===== src/hdl/fre_pkg.sv =====
// Shared types and constants for the four-register instruction executor.
package fre_pkg;

  typedef enum logic [3:0] {
    ACT_READ  = 4'd0,
    ACT_PRINT = 4'd1,
    ACT_MOV   = 4'd2,
    ACT_ADD   = 4'd3,
    ACT_SUB   = 4'd4,
    ACT_MUL   = 4'd5,
    ACT_DIV   = 4'd6,
    ACT_JMP   = 4'd7,
    ACT_JE    = 4'd8,
    ACT_JNE   = 4'd9,
    ACT_JG    = 4'd10,
    ACT_JGE   = 4'd11,
    ACT_JL    = 4'd12,
    ACT_JLE   = 4'd13
  } action_t;

  typedef struct packed {
    action_t            action;
    logic               src_is_reg;
    logic [1:0]         src_reg;
    logic signed [15:0] src_imm;
    logic [1:0]         dst_reg;
    logic               cmp_is_reg;
    logic [1:0]         cmp_reg;
    logic signed [15:0] cmp_imm;
    logic [7:0]         jump_target;
    logic signed [15:0] read_value;
  } instr_t;

  typedef struct packed {
    logic               print_valid;
    logic signed [15:0] print_value;
    logic [7:0]         next_pc;
    logic               div_by_zero;
  } result_t;

  typedef enum logic [1:0] {
    ST_IDLE,
    ST_EXEC,
    ST_DIV,
    ST_FIN
  } state_t;

  // Controller to datapath
  typedef struct packed {
    logic load;      // capture request
    logic div_start; // load divider operands
    logic div_step;  // one quotient bit
    logic commit;    // write back, update pc, load result
    logic use_quot;  // write back the quotient
  } cmd_t;

  // Datapath to controller
  typedef struct packed {
    logic div_needed;
  } status_t;

  localparam int DIV_STEPS = 16;

endpackage


===== src/hdl/fre_ctrl.sv =====
// Controller state machine: request capture, divide sequencing, result slot.
module fre_ctrl (
  input  logic            clk,
  input  logic            rst,
  input  logic            instr_valid,
  output logic            instr_stall,
  output logic            result_valid,
  input  logic            result_stall,
  input  fre_pkg::status_t status,
  output fre_pkg::cmd_t   cmd
);
  import fre_pkg::*;

  state_t     state, state_next;
  logic [3:0] count, count_next;
  logic       slot_free;

  assign slot_free   = !result_valid || !result_stall;
  assign instr_stall = (state != ST_IDLE);

  always_ff @(posedge clk) begin
    if (rst) begin
      state        <= ST_IDLE;
      count        <= '0;
      result_valid <= 1'b0;
    end else begin
      state <= state_next;
      count <= count_next;
      if (cmd.commit) begin
        result_valid <= 1'b1;
      end else if (!result_stall) begin
        result_valid <= 1'b0;
      end
    end
  end

  always_comb begin
    state_next = state;
    count_next = count;
    cmd        = '0;
    unique case (state)
      ST_IDLE: begin
        if (instr_valid) begin
          cmd.load   = 1'b1;
          state_next = ST_EXEC;
        end
      end
      ST_EXEC: begin
        if (status.div_needed) begin
          cmd.div_start = 1'b1;
          count_next    = '0;
          state_next    = ST_DIV;
        end else if (slot_free) begin
          cmd.commit = 1'b1;
          state_next = ST_IDLE;
        end
      end
      ST_DIV: begin
        cmd.div_step = 1'b1;
        count_next   = count + 4'd1;
        if (count == 4'(DIV_STEPS - 1)) begin
          state_next = ST_FIN;
        end
      end
      ST_FIN: begin
        if (slot_free) begin
          cmd.commit   = 1'b1;
          cmd.use_quot = 1'b1;
          state_next   = ST_IDLE;
        end
      end
      default: state_next = ST_IDLE;
    endcase
  end

endmodule


===== src/hdl/fre_dp.sv =====
// Datapath: register file, program counter, ALU, bit-serial divider, result register.
module fre_dp #(
  parameter int PROG_DEPTH = 256
) (
  input  logic             clk,
  input  logic             rst,
  input  fre_pkg::instr_t  instr,
  input  fre_pkg::cmd_t    cmd,
  output fre_pkg::status_t status,
  output fre_pkg::result_t result
);
  import fre_pkg::*;

  instr_t             ir;
  logic signed [15:0] rf [4];
  logic [7:0]         pc;

  logic signed [15:0] src, cmp, dv;
  logic signed [15:0] alu;
  logic [31:0]        prod;
  logic               wen, jump, is_div, dz;
  logic [31:0]        tmod;
  logic [7:0]         tgt;
  logic [8:0]         pc_inc;
  logic [7:0]         npc;

  // divider
  logic [15:0] rem, quo, dvsr;
  logic        neg;
  logic [16:0] shifted, diff;
  logic [15:0] quot_signed;

  assign src  = ir.src_is_reg ? rf[ir.src_reg] : ir.src_imm;
  assign cmp  = ir.cmp_is_reg ? rf[ir.cmp_reg] : ir.cmp_imm;
  assign dv   = rf[ir.dst_reg];
  assign prod = 32'(src) * 32'(dv);

  assign is_div            = (ir.action == ACT_DIV);
  assign dz                = is_div && (dv == 16'sd0);
  assign status.div_needed = is_div && (dv != 16'sd0);

  always_comb begin
    alu  = src;
    wen  = 1'b0;
    jump = 1'b0;
    unique case (ir.action)
      ACT_READ: begin alu = ir.read_value;        wen = 1'b1; end
      ACT_MOV:  begin alu = src;                  wen = 1'b1; end
      ACT_ADD:  begin alu = dv + src;             wen = 1'b1; end
      ACT_SUB:  begin alu = dv - src;             wen = 1'b1; end
      ACT_MUL:  begin alu = $signed(prod[15:0]);  wen = 1'b1; end
      ACT_JMP:  jump = 1'b1;
      ACT_JE:   jump = (src == cmp);
      ACT_JNE:  jump = (src != cmp);
      ACT_JG:   jump = (src > cmp);
      ACT_JGE:  jump = (src >= cmp);
      ACT_JL:   jump = (src < cmp);
      ACT_JLE:  jump = (src <= cmp);
      default: ;
    endcase
  end

  // Reduce the jump target modulo the program depth, one shifted subtract a bit.
  always_comb begin
    tmod = 32'(ir.jump_target);
    for (int k = 7; k >= 0; k--) begin
      if (tmod >= (32'(PROG_DEPTH) << k)) begin
        tmod = tmod - (32'(PROG_DEPTH) << k);
      end
    end
    tgt = tmod[7:0];
  end

  assign pc_inc = {1'b0, pc} + 9'd1;

  always_comb begin
    if (jump) begin
      npc = tgt;
    end else if (17'(pc_inc) >= 17'(PROG_DEPTH)) begin
      npc = '0;
    end else begin
      npc = pc_inc[7:0];
    end
  end

  assign shifted     = {rem, quo[15]};
  assign diff        = shifted - {1'b0, dvsr};
  assign quot_signed = neg ? (16'd0 - quo) : quo;

  always_ff @(posedge clk) begin
    if (cmd.load) begin
      ir <= instr;
    end
    if (cmd.div_start) begin
      rem  <= '0;
      quo  <= src[15] ? (16'd0 - src) : src;
      dvsr <= dv[15] ? (16'd0 - dv) : dv;
      neg  <= src[15] ^ dv[15];
    end else if (cmd.div_step) begin
      if (!diff[16]) begin
        rem <= diff[15:0];
        quo <= {quo[14:0], 1'b1};
      end else begin
        rem <= shifted[15:0];
        quo <= {quo[14:0], 1'b0};
      end
    end
    if (cmd.commit) begin
      result.print_valid <= (ir.action == ACT_PRINT);
      result.print_value <= (ir.action == ACT_PRINT) ? src : 16'sd0;
      result.next_pc     <= npc;
      result.div_by_zero <= dz;
    end
  end

  always_ff @(posedge clk) begin
    if (rst) begin
      for (int i = 0; i < 4; i++) begin
        rf[i] <= '0;
      end
      pc <= '0;
    end else if (cmd.commit) begin
      pc <= npc;
      if (cmd.use_quot) begin
        rf[ir.dst_reg] <= $signed(quot_signed);
      end else if (wen) begin
        rf[ir.dst_reg] <= alu;
      end
    end
  end

endmodule


===== src/hdl/four_register_instruction_executor.sv =====
// Top level of the four-register instruction executor.
//
//   channel  | valid         | stall         | payload
//   ---------+---------------+---------------+-----------------------
//   request  | instr_valid   | instr_stall   | instr  (fre_pkg::instr_t)
//   result   | result_valid  | result_stall  | result (fre_pkg::result_t)
//
// A result is loaded in the execute state, once the output register is free, and the next
// request is taken in the idle state after it; a div with a non-zero divisor first runs
// the one-bit-a-cycle divider (16 steps) and loads its result in the finish state.
// Synchronous reset clears the registers, the pc and the result valid flag.
// A finished result waits in the output register while the next request is taken;
// write-back and pc update hold until the output register is free.
module four_register_instruction_executor #(
  parameter int PROG_DEPTH = 256
) (
  input  logic             clk,
  input  logic             rst,
  input  logic             instr_valid,
  output logic             instr_stall,
  input  fre_pkg::instr_t  instr,
  output logic             result_valid,
  input  logic             result_stall,
  output fre_pkg::result_t result
);
  import fre_pkg::*;

  cmd_t    cmd;
  status_t status;

  fre_ctrl u_ctrl (
    .clk          (clk),
    .rst          (rst),
    .instr_valid  (instr_valid),
    .instr_stall  (instr_stall),
    .result_valid (result_valid),
    .result_stall (result_stall),
    .status       (status),
    .cmd          (cmd)
  );

  fre_dp #(
    .PROG_DEPTH (PROG_DEPTH)
  ) u_dp (
    .clk    (clk),
    .rst    (rst),
    .instr  (instr),
    .cmd    (cmd),
    .status (status),
    .result (result)
  );

endmodule


===== config.mk =====
export PLATFORM = sky130hd
export DESIGN_NAME = four_register_instruction_executor
export DESIGN_NICKNAME = d
export VERILOG_FILES = /design/src/hdl/fre_pkg.sv /design/src/hdl/fre_ctrl.sv /design/src/hdl/fre_dp.sv /design/src/hdl/four_register_instruction_executor.sv
export SDC_FILE = /design/constraint.sdc
export NUM_CORES = 1
export LEC_CHECK = 0
export BUFFER_PORTS_ARGS = -buffer_cell sky130_fd_sc_hd__buf_2
export CELL_PAD_IN_SITES_DETAIL_PLACEMENT = 2
export CELL_PAD_IN_SITES_GLOBAL_PLACEMENT = 2
export CORE_UTILIZATION = 44
export CTS_CLUSTER_SIZE = 8
export DETAILED_ROUTE_END_ITERATION = 8
export PLACE_DENSITY = 0.94
export SYNTH_ARGS = -nofsm -noshare
export SYNTH_HDL_FRONTEND = slang
export SYNTH_SLANG_ARGS = --single-unit

===== constraint.sdc =====
create_clock -name clk -period 15.1 [get_ports clk]
set_input_delay 1.51 -clock clk [delete_from_list [all_inputs] [get_ports clk]]
set_output_delay 1.51 -clock clk [all_outputs]
set_load 0.005 [all_outputs]

==> summary by stage <==
Status
The flow ran to the end, and the final reports show no timing, DRC or antenna violations.

Final layout
Leaving out filler cells and counting taps, the final layout contains 2336. The area of the multi-input gates is 0.00979 mm2. The growth of design area from synthesis to finish is 11.8%. The sequential standard cell area is 0.00648 mm2. Counting the fill cells in the layout gives 3982.

For this run, the post-layout net count is 2068. The repair_antennas step left the layout with diodes totalling 0. The fraction of layout cells with a size suffix above 1 is 13.4%.

Power and ir drop
Power spread over the standard cell area amounts to 169 mW/mm2. The post-route total power is 3.27 mW. The largest vdd supply drop is 123 uV. For this design the static power due to leakage is 8.21 nW.

CTS
Gates resized during post-CTS repair numbered 0. TritonCTS built the clock tree. For this design, the CTS-stage hold fixing added 0 buffers. The cell at the root of the clock tree is clkbuf_16. The total clock sinks is 228. After clock tree synthesis, the clock-pin slew on the worst setup and hold paths is 0.06 ns. The total setup buffers inserted after CTS is 0. In this run the deepest clock path goes through 3 buffers. The clock latency reported for the late side of the worst-skew pair is 0.57 ns.

The number of H-tree levels is 2. The TritonCTS buffer count is 35.

Detailed routing
The total DRC errors in the routed layout is 0. The first-pass iteration count of the detailed router is 7. The final route contains 14.7k vias.

The met2 wire length is 35700 um. The top routing layer in use is met5. The final layout contains routed wiring with a total length of 72700 um. After detailed routing, the number of vias per cell comes to 6.31. The violation count after the first detailed-route iteration is 1267.

The remaining antenna violation count is 0. The met1 routed wirelength after detailed routing is 26200 um. The routed design uses 5710 um of met3 wire. The post-detailed-route wirelength per cell is 31.1 um.

Yosys
By count the netlist is led by nor2_1, inv_1, edfxtp_1. The fraction of registers with async set/reset is 0%. The cell taking the most area after synthesis is edfxtp_1. The average instance in the mapped netlist occupies 10.1 um2. The synthesized netlist contains 77 unique library cells. The most common cell in the synthesized netlist is nor2_1. The cell count after synthesis is 1707. During synthesis, Yosys emitted a total of 0 warnings.

The synthesized design devotes to its leading area cell type 33.2% of total area. The most used flip-flop cell after synthesis is edfxtp_1. After synthesis, the cell types taking the most area are edfxtp_1, fa_1, ha_1. The total nets after synthesis is 1975. The number of enable-type register cells in the synthesized netlist is 191. After synthesis the cells add up to 0.0173 mm2. After synthesis, flip-flops and latches occupy 37.4% of the total area. The synthesized design contains 228 register bits.

Critical path
Of all nets on the critical path, the largest fanout is 14. The kind of start point of the critical path is a register. The worst register-to-register path ends at u_dp.rf[1][14]$_SDFFCE_PN0P_. The arrival time at the worst endpoint is 8.61 ns. By startpoint and endpoint, the worst setup path is classified as reg -> reg. The worst-case reg-to-reg path depth is 22. The kind of end point of the critical path is a register.

For the worst setup path, the data required time is 15.38 ns. The reg2reg setup slack is 6.77 ns.

STA
The headroom to the max-slew limit is 11.3%. The number of endpoints with negative hold slack in the final report is 0. The max-slew violation count is 0.

Setup repair after global routing left no endpoint under its margin. The final worst clock skew is 0.0372 ns. In the final timing run, aggregate negative setup slack is 0 ns. The final worst-path setup slack is 6.77 ns. The smallest clock period supported by the final layout is computed as 8.33 ns. The slew at the pin closest to its max-slew limit is 1.33 ns. The fraction of the cycle the final worst path needs is 55.2%. The highest clock frequency the design can meet is 120 MHz. Setup violations remaining at the end of the flow were counted as 0.

Floorplanning
The initial cell density of the core is 44.7%. The die area is 0.0401 mm2. The boundary pin count is 100.

In this run the core area contains 72 standard-cell rows. The area of the core is 0.0387 mm2. In this run the horizontal extent of the chip is 200 um.

The die height is 200 um.

Min path
Counting instances, the worst hold path has a depth of 1. The path type of the worst min-delay path is reg -> reg. The worst min-delay path startpoint is u_dp.ir[41]$_DFFE_PP_.

Placement
The number of port buffers is 99. The placer's final routability congestion estimate is 0.942. OpenSTA, run right after detailed placement, puts the worst setup slack at 6.99 ns. The placed instance count is 2281. The HPWL after detailed placement is 51600 um.

GRT
The initial antenna violation count is 2. Entering global routing, the biggest net connects 75 pins. The overflow left after global routing is 0. The overall routing resource usage is 36.8%.

The first global-routing pass estimated 109000 um of wire. The via count of the first global-routing pass came to 16.9k.

Job
The number of violations of the max-capacitance limit is 0.
worst max path at each step:
stage,cells after the start,end,slack (ns),from
3_5_place_dp,22,u_dp.rf[1][14]$_SDFFCE_PN0P_,6.99,register
6_report,22,u_dp.rf[1][14]$_SDFFCE_PN0P_,6.77,register
2_1_floorplan,24,u_dp.rf[0][14]$_SDFFCE_PN0P_,8.16,register
3_3_place_gp,22,u_dp.rf[1][14]$_SDFFCE_PN0P_,7.18,register
5_1_grt,25,u_dp.rf[2][13]$_SDFFCE_PN0P_,6.54,register
4_1_cts,25,u_dp.rf[2][13]$_SDFFCE_PN0P_,6.96,register
where the power goes:
| group | total, mW | switching, mW | internal (mW) |
|---|---|---|---|
| registers | 0.790 | 0.0464 | 0.743 |
| logic | 1.74 | 1.06 | 0.680 |
| clock network | 0.741 | 0.313 | 0.428 |
routing by layer:
metal | vias up | global-route usage, %
met1 | 7587 | 41.7
met3 | 307 | 8.49
met2 | 782 | 62.1
met4 | 2 | 24.3
met5 | - | 0
li1 | 6067 | -
state kept, by name, summed over array words and instances, names as in the netlist, named ones only:
name / count
u_ctrl.count: 4
u_dp.pc: 8
u_dp.rem: 16
u_dp.neg: 1
u_dp.result: 26
u_dp.tgt: 8
u_dp.ir: 60
u_dp.dvsr: 16
u_dp.rf: 64
u_ctrl.result_valid: 1
u_dp.quo: 16
u_ctrl.state: 2
worst max-delay path, cell delays in order, from the launching register on:
cell and delay (ns):
dfxtp_1 0.31, buf_4 0.30, mux4_2 0.54, mux2i_1 0.79, clkinv_1 0.58, nand2_1 0.25, fa_1 0.44, fa_1 0.50
inv_1 0.05, fa_1 0.52, fa_1 0.46, fa_1 0.57, inv_1 0.06, fa_1 0.53, inv_1 0.08, ha_1 0.39
a21o_1 0.23, o21ai_0 0.17, o21ai_0 0.15, a211o_1 0.34, or3_1 0.40, a21oi_1 0.29, nor2_1 0.10
per-stage QoR:
stage	hold slack [ns]	cell area, um2	utilization [%]
floorplan	0.440	17300	-
global placement	0.455	18400	47.4
detailed placement	0.465	18400	47.4
CTS	0.476	19300	49.9
global route	0.487	19300	49.9
finish	0.469	19300	49.9
area by class of cell:
type	instances	share of cell area (%)
clock buffer	49	4.80
clock inverter	6	0.362
inverter	204	3.96
multi-input combinational	1209	50.6
sequential	228	33.5
tap	518	3.35
timing repair buffer	122	3.45
placed cells by master, fill, tap and decap left out, types with 12 or more instances in the layout:
cell type    n
nor2_1     196
inv_1      194
edfxtp_1   191
nand2_1    180
ha_1       115
buf_2       99
xnor2_1     94
fa_1        81
o21ai_0     76
mux2i_1     55
a21oi_1     50
mux4_2      39
dfxtp_1     37
clkbuf_16   35
buf_4       23
and2_1      22
nand3_1     21
xor2_1      21
nor2b_1     19
mux2_2      16
nor3_1      16
a21o_1      15
nand2b_1    14
clkbuf_1    14
o21a_1      13
o21ai_1     12
cell families after synthesis:
logic type	Yosys count	share of synthesized area, %
fa+ha+maj	196	17.7
simple gates	536	14.1
xor+xnor	117	6.00
buf+inv	270	6.10
flops	228	37.4
compound gates	245	8.84
mux	115	9.81
Note: power is estimated with default switching activity, not from simulation.
